[config.mk]
export PLATFORM = sky130hd
export DESIGN_NAME = hpg_divstep
export DESIGN_NICKNAME = d
export VERILOG_FILES = /design/src/design/assert_macros.svh /design/src/design/hpg_pkg.sv /design/src/design/hpg_divstep.sv
export SDC_FILE = /design/constraint.sdc
export NUM_CORES = 1
export LEC_CHECK = 0
export BUFFER_PORTS_ARGS = -buffer_cell sky130_fd_sc_hd__clkbuf_2
export CAP_MARGIN = 20
export CORE_MARGIN = 5
export CORE_UTILIZATION = 47
export DETAILED_ROUTE_END_ITERATION = 8
export PLACE_DENSITY = 0.92
export SLEW_MARGIN = 20
export SYNTH_ARGS = -nofsm -noshare
export SYNTH_HDL_FRONTEND = slang
export SYNTH_SLANG_ARGS = --single-unit
export TNS_END_PERCENT = 1
[constraint.sdc]
create_clock -name vclk -period 4.1
set_input_delay 0.82 -clock vclk [all_inputs]
set_output_delay 0.82 -clock vclk [all_outputs]
set_load 0.01 [all_outputs]
[src/design/assert_macros.svh]
// Assertion helpers, included by halton_point_generator.
`ifndef ASSERT_MACROS_SVH
`define ASSERT_MACROS_SVH

// Checked on every rising clock edge, off while reset is asserted.
`define HPG_ASSERT(lbl, prop, msg) \
  lbl: assert property (@(posedge clk_i) disable iff (!rst_ni) prop) else $error(msg);

// Implication form with the same clocking and reset handling.
`define HPG_ASSERT_IMP(lbl, pre, post, msg) \
  `HPG_ASSERT(lbl, (pre) |-> (post), msg)

`endif

[src/design/hpg_pkg.sv]
package hpg_pkg;

  localparam int unsigned MAX_DIMS_DEF  = 16;
  localparam int unsigned FRAC_BITS_DEF = 32;
  localparam int unsigned PRIME_COUNT   = 59;

  localparam int unsigned IDX_W   = 32;  // sequence index width
  localparam int unsigned BASE_W  = 9;   // largest base is 281
  localparam int unsigned DEN_W   = IDX_W + BASE_W;  // base^digits stays below this
  localparam int unsigned REM_W   = DEN_W + 1;       // remainder after the shift
  localparam int unsigned CHUNK_W = 24;  // multiplier operand slice
  localparam int unsigned DIM_W   = 4;
  localparam int unsigned COORD_W = 32;
  localparam int unsigned CFG_W   = 5;

  localparam logic OP_LOAD = 1'b0;
  localparam logic OP_GEN  = 1'b1;

  // Odd primes in dimension order.
  function automatic logic [BASE_W-1:0] prime_at(input logic [5:0] idx);
    logic [BASE_W-1:0] p;
    case (idx)
      6'd0:  p = 9'd3;    6'd1:  p = 9'd5;    6'd2:  p = 9'd7;    6'd3:  p = 9'd11;
      6'd4:  p = 9'd13;   6'd5:  p = 9'd17;   6'd6:  p = 9'd19;   6'd7:  p = 9'd23;
      6'd8:  p = 9'd29;   6'd9:  p = 9'd31;   6'd10: p = 9'd37;   6'd11: p = 9'd41;
      6'd12: p = 9'd43;   6'd13: p = 9'd47;   6'd14: p = 9'd53;   6'd15: p = 9'd59;
      6'd16: p = 9'd61;   6'd17: p = 9'd67;   6'd18: p = 9'd71;   6'd19: p = 9'd73;
      6'd20: p = 9'd79;   6'd21: p = 9'd83;   6'd22: p = 9'd89;   6'd23: p = 9'd97;
      6'd24: p = 9'd101;  6'd25: p = 9'd103;  6'd26: p = 9'd107;  6'd27: p = 9'd109;
      6'd28: p = 9'd113;  6'd29: p = 9'd127;  6'd30: p = 9'd131;  6'd31: p = 9'd137;
      6'd32: p = 9'd139;  6'd33: p = 9'd149;  6'd34: p = 9'd151;  6'd35: p = 9'd157;
      6'd36: p = 9'd163;  6'd37: p = 9'd167;  6'd38: p = 9'd173;  6'd39: p = 9'd179;
      6'd40: p = 9'd181;  6'd41: p = 9'd191;  6'd42: p = 9'd193;  6'd43: p = 9'd197;
      6'd44: p = 9'd199;  6'd45: p = 9'd211;  6'd46: p = 9'd223;  6'd47: p = 9'd227;
      6'd48: p = 9'd229;  6'd49: p = 9'd233;  6'd50: p = 9'd239;  6'd51: p = 9'd241;
      6'd52: p = 9'd251;  6'd53: p = 9'd257;  6'd54: p = 9'd263;  6'd55: p = 9'd269;
      6'd56: p = 9'd271;  6'd57: p = 9'd277;  6'd58: p = 9'd281;
      default: p = 9'd3;
    endcase
    return p;
  endfunction

endpackage

[src/design/hpg_divstep.sv]
// One restoring division step: shift in a bit, subtract the divisor if it fits.
module hpg_divstep (
  input  logic [hpg_pkg::REM_W-1:0] rem_i,
  input  logic                      bit_i,
  input  logic [hpg_pkg::DEN_W-1:0] divisor_i,
  output logic [hpg_pkg::REM_W-1:0] rem_o,
  output logic                      q_o
);

  logic [hpg_pkg::REM_W-1:0] shifted;

  always_comb begin
    shifted = {rem_i[hpg_pkg::REM_W-2:0], bit_i};
    q_o     = (shifted >= hpg_pkg::REM_W'(divisor_i));
    rem_o   = q_o ? (shifted - hpg_pkg::REM_W'(divisor_i)) : shifted;
  end

endmodule

After elaboration in Yosys (flattened, before gate mapping):

Cells that the tools add are included.

* bits of input ports: 84
* output and inout port bits: 43
* flip-flop bits (word level): 0
* logic and storage cells: 3

* multiplexer cells: 1
* add/subtract/negate cells: 1
* magnitude comparators: 1

Operators by type and width (count)
* $ge A42 B41 Y1: 1
* $mux W42: 1
* $sub A42 B41 Y42: 1

Depth between registers and ports, before layout:

* word-level depth: 2
* gate-level depth with buffers: 14
* depth with buffers taken out: 13

Worst setup path before layout:

Ideal clock, no wire load.

* path kind: input-to-output
* start: in bit_i
* end: out rem_o[23] in the netlist's numbering
* data required time: 3280 ps
* buffers on the path: 2
* arrival time: 3370 ps
* setup slack: -90 ps
* stages on the path: 14
* path through: inv_1 ha_1 inv_1 fa_1 a21o_1 a31o_2 a311oi_1 a2111o_1 a211o_1 o211a_2 inv_2 buf_6 buf_4 a21oi_1

* longest elaborated chain between the ends: 2
* elaborated cells on any way between the ends: 3
* those cells by class: 1 x add/sub; 1 x order compare; 1 x mux

RTL lines
* start: declaration: line hpg_divstep.sv:4 `input logic bit_i,`
* $ge A42 B41 Y1: line hpg_divstep.sv:14 `q_o = (shifted >= hpg_pkg::REM_W'(divisor_i));`
* via q_o: line hpg_divstep.sv:7 `output logic q_o`
* $mux W42: line hpg_divstep.sv:15 `rem_o = q_o ? (shifted - hpg_pkg::REM_W'(divisor_i)) : shifted;`
* end: declaration: line hpg_divstep.sv:6 `output logic [hpg_pkg::REM_W-1:0] rem_o,`

The timed path passes the listed nets, and every way through them passes these cells.

Worst setup path in the final report:

* start: in divisor_i[5] in the netlist's numbering
* end: out rem_o[41] in the netlist's numbering

* longest elaborated chain between the ends: 2
* elaborated cells on any way between the ends: 3
* those cells by class: 1 x add/sub; 1 x order compare; 1 x mux

RTL lines
* start: declaration: line hpg_divstep.sv:5 `input logic [hpg_pkg::DEN_W-1:0] divisor_i,`
* $sub A42 B41 Y42 / $ge A42 B41 Y1 (equally long branches): line hpg_divstep.sv:15, hpg_divstep.sv:14
* $mux W42 (*): line hpg_divstep.sv:15

Every way passes the cells marked *; elsewhere a longest branch is shown, timed or not.

==> impl_metrics.yaml <==
final_layout:
  nFillCells: 447
  synthToLayoutAreaGrowth_pct: 57.7
  final_core_util_pct: 75.2
  seq_area_sq_um: 0
  final_area_sq_um: 5020
  num-clock-buffers: 0
  num_antenna_cells: 0
  drive_above_1_share_pct: 42.8
  seq_cell_count: 0
  layout.nets: 832
logic_synthesis:
  synthSimpleGateAreaFrac_pct: 24.1
  ys_seq_area_share_pct: 0
  ys_warn_count: 0
  synth_adder_area_share_pct: 16.7
  synth_compound_area_share_pct: 35.8
  syn-cell-area_sq_um: 3190
  synthCells: 506
  synthesis.nets: 632
  synth_cell_types: 56
  synth_mux_area_share_pct: 4.16
  synth-xor-area-share_pct: 8.52
  synth_top_family_by_area: "compound AO/OA/AOI/OAI gates"
  syn_avg_cell_area_sq_um: 6.30
placed_design:
  io_buffers: 126
  globalplace.congestion: 0.982
  dpl.hpwl_um: 9490
  place_area_sq_um: 4440
floorplanning:
  dieArea_sq_um: 8520
  initial_core_util_pct: 47.7
  core_area_sq_um: 6680
  io_pins: 127
  die_h_um: 92.3
  placementRows: 30
  fp.dieW_um: 92.3
hold_path:
  holdCritPathClass: "in -> out"
sta:
  layout_min_cycle_time_ns: 4.37
  setup_tns_ns: -4.36
  worst_slack_ns: -0.267
  drv_slew: 0
  hold_ws_ns: 1.95
  slew_headroom_pct: 65.4
  post-route-period-util_pct: 107
  grt_setup_unrepaired: "yes"
  setup_viol: 42
  tightest_slew_ns: 0.514
  final_hold_viol_count: 0
  max_freq_ghz: 0.229
global_routing:
  antenna_found_initial: 0
  grt_use_total_pct: 27.3
  grt_start_max_net_pins: 13
  first_global_vias: 4568
  grt-ovfl-total: 0
  grt_pass1_wl_um: 20000
setup_path:
  critical_path_buf_inv_count: 3
  startpoint_type: "primary input"
  cpMostUsedCell: "clkbuf_2"
  cp-end-kind: "output port"
  max_stage_delay_ns: 0.41
  critical_path_class: "in -> out"
  worst_ep_arrival_time_ns: 3.55
  cp_top_family: "compound AO/OA/AOI/OAI gates"
  worstPathCellList: "clkbuf_2, inv_1, ha_1, nand4_1, a211o_1, a311oi_2, o21ai_2, a2111oi_4, nor2_2, o21ai_1, mux2_2, clkbuf_2"
  crit_fanout: 4
  cp.required_ns: 3.28
  cp_slowest_cell: "a2111oi_4"
job:
  cap_violations: 0
drt:
  ant_nets: 0
  vias: 4835
  viasPerCell: 6.17
  wl_per_cell_um: 17.7
  post-route-drc-count: 0
  firstDrtPassIters: 5
  routed_wl_um: 13900
  drt_iter0_markers: 469
run_status:
  status: "finished, violations left"
  violations: "negative setup slack"
power:
  ir_drop_mv: 0.0936
  leakage_nw: 2.59
  power_density_nw_per_um2: 194
clock_tree:
  holdBufCountCts: 0
-- logic make-up after synthesis --
logic type      count (synthesis)
compound gates                176
simple gates                  164
buf+inv                        81
fa+ha+maj                      42
xor+xnor                       31
mux                            12
-- where the power goes --
part           internal (mW)  switching (mW)  total [mW]
combinational          0.464           0.513       0.977
clock                      0               0           0
sequential                 0               0           0
-- metal layers --
| metal | track usage [%] | part of all wire (%) | up-vias | wire length (um) |
|---|---|---|---|---|
| met5 | 0 | 0 | - | 0 |
| met2 | 51.4 | 48 | 354 | 6670 |
| met3 | 2.60 | 8.7 | 94 | 1210 |
| met1 | 31.8 | 38 | 2193 | 5210 |
| met4 | 9.03 | 5.8 | 0 | 799 |
| li1 | - | - | 2194 | - |
-- placed cells by master, fill, tap and decap left out, types with 16 or more instances in the layout --
cell,instances
a21oi_1,53
inv_1,52
nand2_1,46
nor2_1,43
ha_1,32
clkbuf_2,94
a21o_1,21
buf_4,83
buf_2,24
xor2_1,16
o21ai_0,23
-- area by class of cell --
class | count | area, sq um | share of cell area, %
tap | 80 | 100 | 1.99
timing repair buffer | 220 | 1500 | 29.8
multi-input combinational | 425 | 3190 | 63.6
inverter | 59 | 231 | 4.61
-- through the flow --
step | std cells | setup WS [ns] | total power [mW]
2_1_floorplan | 506 | -0.00787 | 0.486
3_3_place_gp | 769 | -0.342 | 0.777
3_5_place_dp | 769 | -0.357 | 0.804
4_1_cts | 781 | -0.187 | 0.884
5_1_grt | 784 | -0.382 | 1.04
6_report | 784 | -0.267 | 0.977
-- worst paths after layout --
check	start	to	slack, ns	cells past startpoint
setup / recovery	divisor_i[5]	rem_o[41]	-0.27	12
hold / removal	rem_i[39]	rem_o[40]	1.95	4
-- repair_timing --
| item | in CTS | in global routing |
|---|---|---|
| endpoints found under the hold margin | 0 | 0 |
| gates resized for setup | 47 | 80 |
| setup endpoints to repair | 42 | 43 |
| cloned | 3 | 0 |
| buffers inserted | 9 | 4 |
| pin swaps | 16 | 21 |
-- cells in the mapped netlist, drive strengths merged (2+ instances only) --
library cell | n | share of area (%)
and2 | 7 | 1.4
nor4 | 2 | 0.86
nand2b | 9 | 1.8
mux2 | 10 | 3.5
nor2 | 50 | 5.9
nand4 | 9 | 1.8
o211ai | 4 | 0.94
o21bai | 8 | 1.9
xor2 | 16 | 4.4
ha | 41 | 16
a221oi | 2 | 0.55
nor3 | 8 | 1.3
a21boi | 2 | 0.47
and3 | 6 | 1.2
a211o | 4 | 1.1
xnor2 | 15 | 4.1
a31o | 4 | 1.1
nand2 | 49 | 5.9
o41ai | 2 | 1.0
a21o | 21 | 4.9
o21ai | 27 | 4.2
nand3 | 15 | 2.4
a211oi | 6 | 1.4
a21oi | 68 | 11
a311oi | 2 | 0.55
clkbuf | 15 | 1.8
o211a | 2 | 0.63
inv | 59 | 7.0
buf | 7 | 1.9
or2 | 4 | 0.79
mux2i | 2 | 0.63
o31ai | 5 | 1.2
a31oi | 3 | 0.59
nor2b | 3 | 0.59
a2111oi | 2 | 0.55
o21a | 4 | 0.94
No activity file was read; power rests on OpenSTA's default activity.
