===== config.mk =====
export PLATFORM = sky130hd
export DESIGN_NAME = hpg_ram
export DESIGN_NICKNAME = d
export VERILOG_FILES = /design/src/design/assert_macros.svh /design/src/design/hpg_ram.sv
export SDC_FILE = /design/constraint.sdc
export NUM_CORES = 1
export LEC_CHECK = 0
export BUFFER_PORTS_ARGS = -buffer_cell sky130_fd_sc_hd__buf_4
export CAP_MARGIN = 20
export CORE_MARGIN = 2
export CORE_UTILIZATION = 40
export CTS_BUF_LIST = sky130_fd_sc_hd__clkbuf_16
export DETAILED_ROUTE_END_ITERATION = 8
export GPL_TIMING_DRIVEN = 0
export PLACE_DENSITY = 0.62
export SYNTH_ARGS = -nofsm -noshare
export SYNTH_HDL_FRONTEND = slang
export SYNTH_SLANG_ARGS = --single-unit

===== constraint.sdc =====
create_clock -name clk_i -period 9.45 [get_ports clk_i]
set_input_delay 1.4175 -clock clk_i [delete_from_list [all_inputs] [get_ports clk_i]]
set_output_delay 1.4175 -clock clk_i [all_outputs]
set_load 0.01 [all_outputs]

===== src/design/assert_macros.svh =====
// Assertion helpers, included by halton_point_generator.
`ifndef ASSERT_MACROS_SVH
`define ASSERT_MACROS_SVH

// Checked on every rising clock edge, off while reset is asserted.
`define HPG_ASSERT(lbl, prop, msg) \
  lbl: assert property (@(posedge clk_i) disable iff (!rst_ni) prop) else $error(msg);

// Implication form with the same clocking and reset handling.
`define HPG_ASSERT_IMP(lbl, pre, post, msg) \
  `HPG_ASSERT(lbl, (pre) |-> (post), msg)

`endif


===== src/design/hpg_ram.sv =====
module hpg_ram #(
  parameter int unsigned WIDTH = 64,
  parameter int unsigned DEPTH = 16,
  localparam int unsigned AW = (DEPTH > 1) ? $clog2(DEPTH) : 1
) (
  input  logic             clk_i,
  input  logic             we_i,
  input  logic [AW-1:0]    waddr_i,
  input  logic [WIDTH-1:0] wdata_i,
  input  logic [AW-1:0]    raddr_i,
  output logic [WIDTH-1:0] rdata_o
);

  logic [WIDTH-1:0] mem [DEPTH];

  always_ff @(posedge clk_i) begin
    if (we_i) begin
      mem[waddr_i] <= wdata_i;
    end
    rdata_o <= mem[raddr_i];
  end

endmodule


======== Word-level counts from Yosys, hierarchy flattened ========
Memory sizes are Yosys's and may differ from the RTL's. A register that Yosys moved wholly into a read port is not among the register bits.
Cells that the tools add are included.
Widths: inputs -> output; s select.
word-level totals
  flip-flop bits (word level) ............. 0
  memory bits (writable) .................. 1024
  bits of input ports ..................... 74
  output and inout port bits .............. 64
  word-level logic and storage cells ...... 3
  memories ................................ 1
memories
  name  depth  width  rd ports  clocked after Yosys merged registers in  write ports  line           text
  mem   16     64     1         1                                        1            hpg_ram.sv:14  logic [WIDTH-1:0] mem [DEPTH];
cells by class
  mux-type cells .......................... 2
operators by type and width
  operator  number
  $mux 1    2

======== Longest topological paths before layout ========
Gate-level depths: netlist of the first run.
  depth in word-level cells ............... 2
  gate-level depth with buffers ........... 6
  depth with buffers taken out ............ 3

======== Worst setup path before layout of the first run ========
OpenSTA, ideal clock, no wires.
  kind .................................... input to register
  start ................................... input waddr_i[2]
  end ..................................... memory mem[0][0] (enable)
  library setup time ...................... 0.565 ns
  data arrival time ....................... 6.281 ns
  required time ........................... 8.885 ns
  setup slack ............................. 2.604 ns
  stages on the path ...................... 2
  path buffers ............................ 0
  path through ............................ or3b_2 > nor3_1
RTL lines
  element             line           text
  start: declaration  hpg_ram.sv:8   input logic [AW-1:0] waddr_i,
  end: declaration    hpg_ram.sv:14
Straight into the memory's write port.

==> results of run 1 <==
[metal layers]
layer | GRT usage [%] | share of wire, % | vias up
met5 | 0 | 0.11 | -
met4 | 4.497 | 1.9 | 18
met3 | 4.038 | 8.0 | 135
met2 | 29.13 | 49 | 709
met1 | 23.79 | 41 | 9867
li1 | - | - | 7730
[worst paths after layout]
path / start / endpoint / slack (ns) / depth (start not counted)
worst max-delay path: raddr_i[3] / rdata_o[56] / 6.28 / 6
worst min-delay path: mem[14][63] / rdata_o[63] / 0.67 / 3
worst max register to register: mem[3][3] / rdata_o[3] / 8.00 / 3
worst min register to register: mem[14][63] / rdata_o[63] / 0.67 / 3
[flip-flops by register name, summed over array words and instances, names as in the netlist]
name and flops:
mem 1024, rdata_o 64
[worst reg2reg max path, cell delays in order, from the launching register on]
cell and delay, ns:
edfxtp_1 0.37, mux4_2 0.48, a22oi_1 0.31, nand2_1 0.16
[area by class of cell]
type	count	area (µm²)	area share, %
well taps	1287	1610	3.416
flip-flops and latches	1088	32030	67.95
multi-input cells	475	7209	15.29
repair buffers	206	2215	4.698
diodes	1	2.502	0.005309
plain buffers	84	451.7	0.9582
clock inverters	92	714.4	1.516
clock buffers	116	2903	6.158
[power breakdown]
| part | internal (µW) | switching (µW) | leakage, µW |
|---|---|---|---|
| Sequential | 5390 | 30.5 | 0.00979 |
| Clock | 2490 | 1790 | 0.00186 |
| Combinational | 232 | 304 | 0.00361 |
| Total | 8110 | 2120 | 0.0153 |
[Yosys cell counts]
cell type	n
and2_1	1
a22oi_1	128
nor2b_1	2
clkbuf_1	36
dfxtp_1	64
buf_1	16
mux4_2	256
nand3_1	1
nand2_1	65
nand3b_1	2
or3b_2	1
buf_2	13
nor2_1	13
edfxtp_1	1024
buf_4	6
nor3_1	4
buf_6	13
nand2b_1	2
[stage by stage]
| stage | total power (µW) | utilization, % |
|---|---|---|
| 2_1_floorplan | 5798 | - |
| 3_3_place_gp | 6047 | 42.95 |
| 3_5_place_dp | 6075 | 44.28 |
| 4_1_cts | 10340 | 47.96 |
| 5_1_grt | 10560 | 47.96 |
| 6_report | 10240 | 47.96 |
[cells by family after synthesis]
logic type,Yosys count,share of synthesized area (%)
DFF,1088,80.92
muxes,256,14.57
AOI/OAI and AO/OA,128,2.428
and+or+nand+nor,91,0.9420
buffers and inverters,84,1.141
[layout by cell type (no fill, tap or decap), drive strengths merged]
| cell type | n |
|---|---|
| edfxtp | 1024 |
| mux4 | 256 |
| buf | 254 |
| clkbuf | 152 |
| a22oi | 128 |
| nand2 | 65 |
| dfxtp | 64 |
| clkinv | 39 |
| inv | 32 |
| nor2 | 13 |
| clkinvlp | 11 |
| bufinv | 10 |
| nor3 | 4 |
| nor2b | 2 |
| nand3b | 2 |
| nand2b | 2 |
| diode | 1 |
| and2 | 1 |
| nand3 | 1 |
| or3b | 1 |
==> reports/results.ini, run 1 <==
[outcome]
status=complete, no violations

[logic_synthesis]
synth.distinct_cells=18
syn_avg_cell_area_um2=24.03
synthesis.nets=1721
synth-seq-cells=1088
yosysWarnings=0
synth_top_area_share_pct=77.69
synth_area_leaders=edfxtp_1 (78%), mux4_2 (15%), dfxtp_1 (3.2%)
synth_sequential_area_ratio_pct=80.92
netlist_instances=1647
synth_top_area_cell=edfxtp_1
syn_area_mm2=0.03958

[clock_network]
cts-hold-fix-buffers=0
clockBufferDepth=3
clk_latency_ns=0.68
postCtsSetupBuffers=0
numClockSinks=1088
cts_root_buf=clkbuf_16
cts.repair.resized=0
cts.reportedPaths.clkPinSlew_ns=0.06
cts_buffers=111
h-tree-depth=3
cts_tree=done

[route]
ant_nets=0
drt_wl_total_mm=89.59
viasPerCell=5.512
first_pass_iters=5
vias=18460
drc=0
drt-initial-drc-count=1994
wl_per_cell_um=26.75

[run]
drv_cap=0

[sta]
max_freq_mhz=315.9
setup_violations=0
period_share_pct=33.50
hold_violations=0
tns_ns=0
slew_headroom_pct=18.02
fin_crit_ns=3.165
hold_ws_ns=0.6696
finalWorstSetupSlack_ns=6.285
fin_skew_ns=0.03019
finalMaxSlewViolations=0
grt_setup_unrepaired=false
worstMarginPinSlew_ns=1.230

[setup_path]
crit_path_cell_trace=buf_4 > nor2b_1 > clkbuf_1 > clkbuf_1 > a22oi_1 > nand2_1
crit_required_ns=10.03
crit_type=in -> reg
path_buf_inv=3
crit_path_frequent_cell=clkbuf_1
crit_fanout=10
end_kind=flip-flop
slowest_delay_ns=0.92
cp_data_arrival_time_ns=3.75
critPathLaunchType=input port
cp_slowest_cell=clkbuf_1
critical-path-top-delay-family=buffers and inverters

[placed_design]
dpl.cell_count=3140
dp_hpwl_mm=57.36
dpl-instance-area_mm2=0.04352
gp_congestion=0.6958
preCtsSetupSlack_ns=5.664
portBuffers=135

[floorplanning]
die_w_um=318.6
die_y_um=318.6
initial_core_util_pct=40.28
rows=115
core_mm2=0.09828
io_pins=138
dieArea_mm2=0.1015

[power]
ir_drop_mv=0.1621
power_per_cell_area_mw_per_mm2=217.2
leakagePower_uw=0.01526

[cells_and_area]
drive_gt1_share_pct=32.80
nets=2040
final_cells=3349
area_growth_syn_to_layout_pct=19.09
fillers=7914
design_area_mm2=0.04714

[global_route]
grt_remaining_overflow=0
grt_first_pass_wirelength_mm=130.9
grt.total_usage_pct=17.65
grt_antenna_before_repair=11
grt_pass1_vias=19550
grt_max_degree=23

[min_path]
min_path_type=reg -> reg

No activity file was read; power rests on OpenSTA's default activity.
==> inputs of run 2 (changes only) <==
--- a/config.mk
+++ b/config.mk
@@ -12,7 +12,7 @@
 export CTS_BUF_LIST = sky130_fd_sc_hd__clkbuf_16
 export DETAILED_ROUTE_END_ITERATION = 8
 export GPL_TIMING_DRIVEN = 0
-export PLACE_DENSITY = 0.62
+export PLACE_DENSITY = 0.65
 export SYNTH_ARGS = -nofsm -noshare
 export SYNTH_HDL_FRONTEND = slang
 export SYNTH_SLANG_ARGS = --single-unit
==> constraint.sdc (replaced) <==
create_clock -name clk_i -period 2.8 [get_ports clk_i]
set_input_delay 0.42 -clock clk_i [delete_from_list [all_inputs] [get_ports clk_i]]
set_output_delay 0.42 -clock clk_i [all_outputs]
set_load 0.01 [all_outputs]
==> run 2 against run 1 <==
Against the previous run: hold slack got worse by 0.64 ns; power rose to 3.4 times the previous value; final cell count fell by 0.51%; register-to-register slack got worse by 6.7 ns; combinational power rose to 3.4 times the previous value; non-clock buffer count fell by 12; cell area rose by 0.24%; clock skew fell by 0.0049 ns; sequential cell count did not move; utilization rose by 0.11 points; die area did not move; first-iteration DRC count fell by 0.15%; highest routed layer unchanged.
==> reports/results.ini, run 2 (synthesis gave the netlist of run 1 again) <==
[placed_design]
dp_hpwl_mm=56.96  ; was 57.36 mm
dpl-instance-area_mm2=0.04367  ; was 0.04352 mm²
gp_congestion=0.7148  ; was 0.6958
portBuffers=135  ; unchanged

[floorplanning]
rows=115  ; unchanged
die_y_um=318.6  ; unchanged
io_pins=138  ; unchanged
dieArea_mm2=0.1015  ; unchanged
die_w_um=318.6  ; unchanged
initial_core_util_pct=40.28  ; unchanged
core_mm2=0.09828  ; unchanged

[sta]
period_share_pct=69.59
fin_skew_ns=0.02530  ; was 0.03019 ns
worstMarginPinSlew_ns=1.055  ; was 1.230 ns
setup_violations=0  ; unchanged
finalMaxSlewViolations=0  ; unchanged
fin_crit_ns=1.948
grt_setup_unrepaired=false  ; unchanged
slew_headroom_pct=29.43  ; was 18.02%
max_freq_mhz=513.2
hold_violations=0  ; unchanged

[global_route]
grt_antenna_before_repair=8  ; was 11
grt_pass1_vias=19350  ; was 19,550
grt.total_usage_pct=17.59  ; was 17.65%
grt_remaining_overflow=0  ; unchanged
grt_max_degree=25  ; was 23
grt_first_pass_wirelength_mm=130.5  ; was 130.9 mm

[clock_network]
cts-hold-fix-buffers=0  ; unchanged
cts_buffers=107  ; was 111
postCtsSetupBuffers=0  ; unchanged
cts_root_buf=clkbuf_16  ; unchanged
cts.reportedPaths.clkPinSlew_ns=0.07  ; was 0.06 ns
numClockSinks=1088  ; unchanged
clk_latency_ns=0.68  ; about the same
cts_tree=done  ; unchanged
h-tree-depth=3  ; unchanged
cts.repair.resized=0  ; unchanged
clockBufferDepth=3  ; unchanged

[min_path]
min_path_type=in -> reg  ; was reg -> reg

[cells_and_area]
design_area_mm2=0.04725  ; was 0.04714 mm²
nets=2024  ; was 2,040
largest_register_ffs=1024  ; unchanged
drive_gt1_share_pct=32.50  ; was 32.80%
final_util_pct=48.08  ; was 47.96%
fillers=7793  ; was 7,914
area_growth_syn_to_layout_pct=19.37  ; was 19.09%
layout_commonest_cell=edfxtp_1  ; unchanged
regMostFlops=mem  ; unchanged
largestRegisters=mem: 1024 flops, rdata_o: 64 flops  ; unchanged
layout_common_cells=edfxtp_1 (1,024), mux4_2 (256), buf_4 (141)  ; was edfxtp_1 (1,024), mux4_2 (256), buf_4 (142)

[setup_path]
reg2regPathDepth=3  ; unchanged
critPathCapture=mem[4][41]  ; was rdata_o[56]
end_kind=flip-flop  ; unchanged
r2r_setup_slack_ns=1.30  ; was 8.00 ns
crit_fanout=15  ; was 10
reg2reg_to=rdata_o[39]  ; was rdata_o[3]
critPathLaunchType=input port  ; unchanged
critPathLaunch=waddr_i[3]  ; was raddr_i[3]
crit_required_ns=3.17  ; was 10.03 ns
cp_data_arrival_time_ns=2.32  ; was 3.75 ns
crit_type=in -> reg  ; unchanged
r2r_start=mem[3][39]  ; was mem[3][3]

[power]
power_per_cell_area_mw_per_mm2=731.3  ; was 217.2 mW/mm²
finalPower_uw=34550  ; was 10,240 µW
ir_drop_mv=0.5340  ; was 0.1621 mV
leakagePower_uw=0.01521  ; was 0.01526 µW

[route]
ant_nets=0  ; unchanged
drc=0  ; unchanged
viasPerCell=5.486  ; was 5.512
drt-initial-drc-count=1991  ; was 1,994
vias=18280  ; was 18,460
first_pass_iters=7  ; was 5
wl_per_cell_um=26.68  ; was 26.75 µm
drt_wl_total_mm=88.91  ; was 89.59 mm

[run]
drv_cap=0  ; unchanged

[outcome]
status=complete, no violations  ; unchanged

## run 2: cell types whose count changed in the layout (fill, tap and decap cells not counted), moves of 4 or more
| cell | before | now |
|---|---|---|
| buf_6 | 43 | 14 |
| bufinv_16 | 10 | 14 |
| clkinv_2 | 22 | 27 |
| nor3_2 | 4 | 0 |
| clkinv_1 | 14 | 25 |
| inv_1 | 29 | 12 |
| nor3_4 | 0 | 4 |
| buf_16 | 10 | 25 |
| clkbuf_16 | 116 | 109 |
## run 2: how the worst min path moves through the flow
stage | endpoint | depth (start not counted) | slack, ns | startpoint
after global placement | rdata_o[41] | 3 | 0.66 | mem[14][41]
after floorplan | mem[0][0] | 0 | 0.52 | wdata_i[0]
final | mem[1][15] | 1 | 0.03 | wdata_i[15]
after CTS | mem[12][17] | 1 | 0.002 | wdata_i[17]
after global routing | mem[3][9] | 1 | 0.03 | wdata_i[9]
after detailed placement | rdata_o[1] | 3 | 0.67 | mem[4][1]
## run 2: cell type report
cell class | count | area [µm²] | area share [%]
clock buffers | 109 | 2728 | 5.773
repair buffers | 194 | 2344 | 4.960
diodes | 2 | 5.005 | 0.01059
plain buffers | 84 | 451.7 | 0.9560
multi-input cells | 475 | 7237 | 15.32
clock inverters | 93 | 843.3 | 1.785
flip-flops and latches | 1088 | 32030 | 67.79
well taps | 1287 | 1610 | 3.408
## run 2: critical path: stages
cell and delay, ns:
buf_4 0.12, nand3b_1 0.40, nor3_4 0.71, buf_8 0.25, buf_8 0.20, buf_16 0.18
## run 2: per-stage QoR
step / setup TNS (ns) / std cells / setup WS (ns) / hold slack (ns)
floorplan: -721.89 / 1647 / -1.036 / 0.5189
global placement: -3674.83 / 3069 / -4.603 / 0.6606
detailed placement: 0 / 3128 / 0.1268 / 0.6697
CTS: 0 / 3330 / 0.8418 / 0.002424
global route: 0 / 3331 / 0.7626 / 0.03098
finish: 0 / 3332 / 0.8515 / 0.03296
## run 2: layer usage
layer / up-vias / global-route usage [%] / share of wire, %
met5: - / 0 / 0.038
met4: 6 / 4.455 / 1.8
met3: 121 / 3.949 / 7.6
met2: 704 / 28.57 / 49
met1: 9773 / 24.21 / 42
li1: 7676 / - / -
## run 2: power breakdown
| group | internal [µW] | switching (µW) |
|---|---|---|
| Sequential | 18200 | 102 |
| Combinational | 792 | 1030 |
| Clock | 8380 | 6040 |
| Total | 27400 | 7180 |
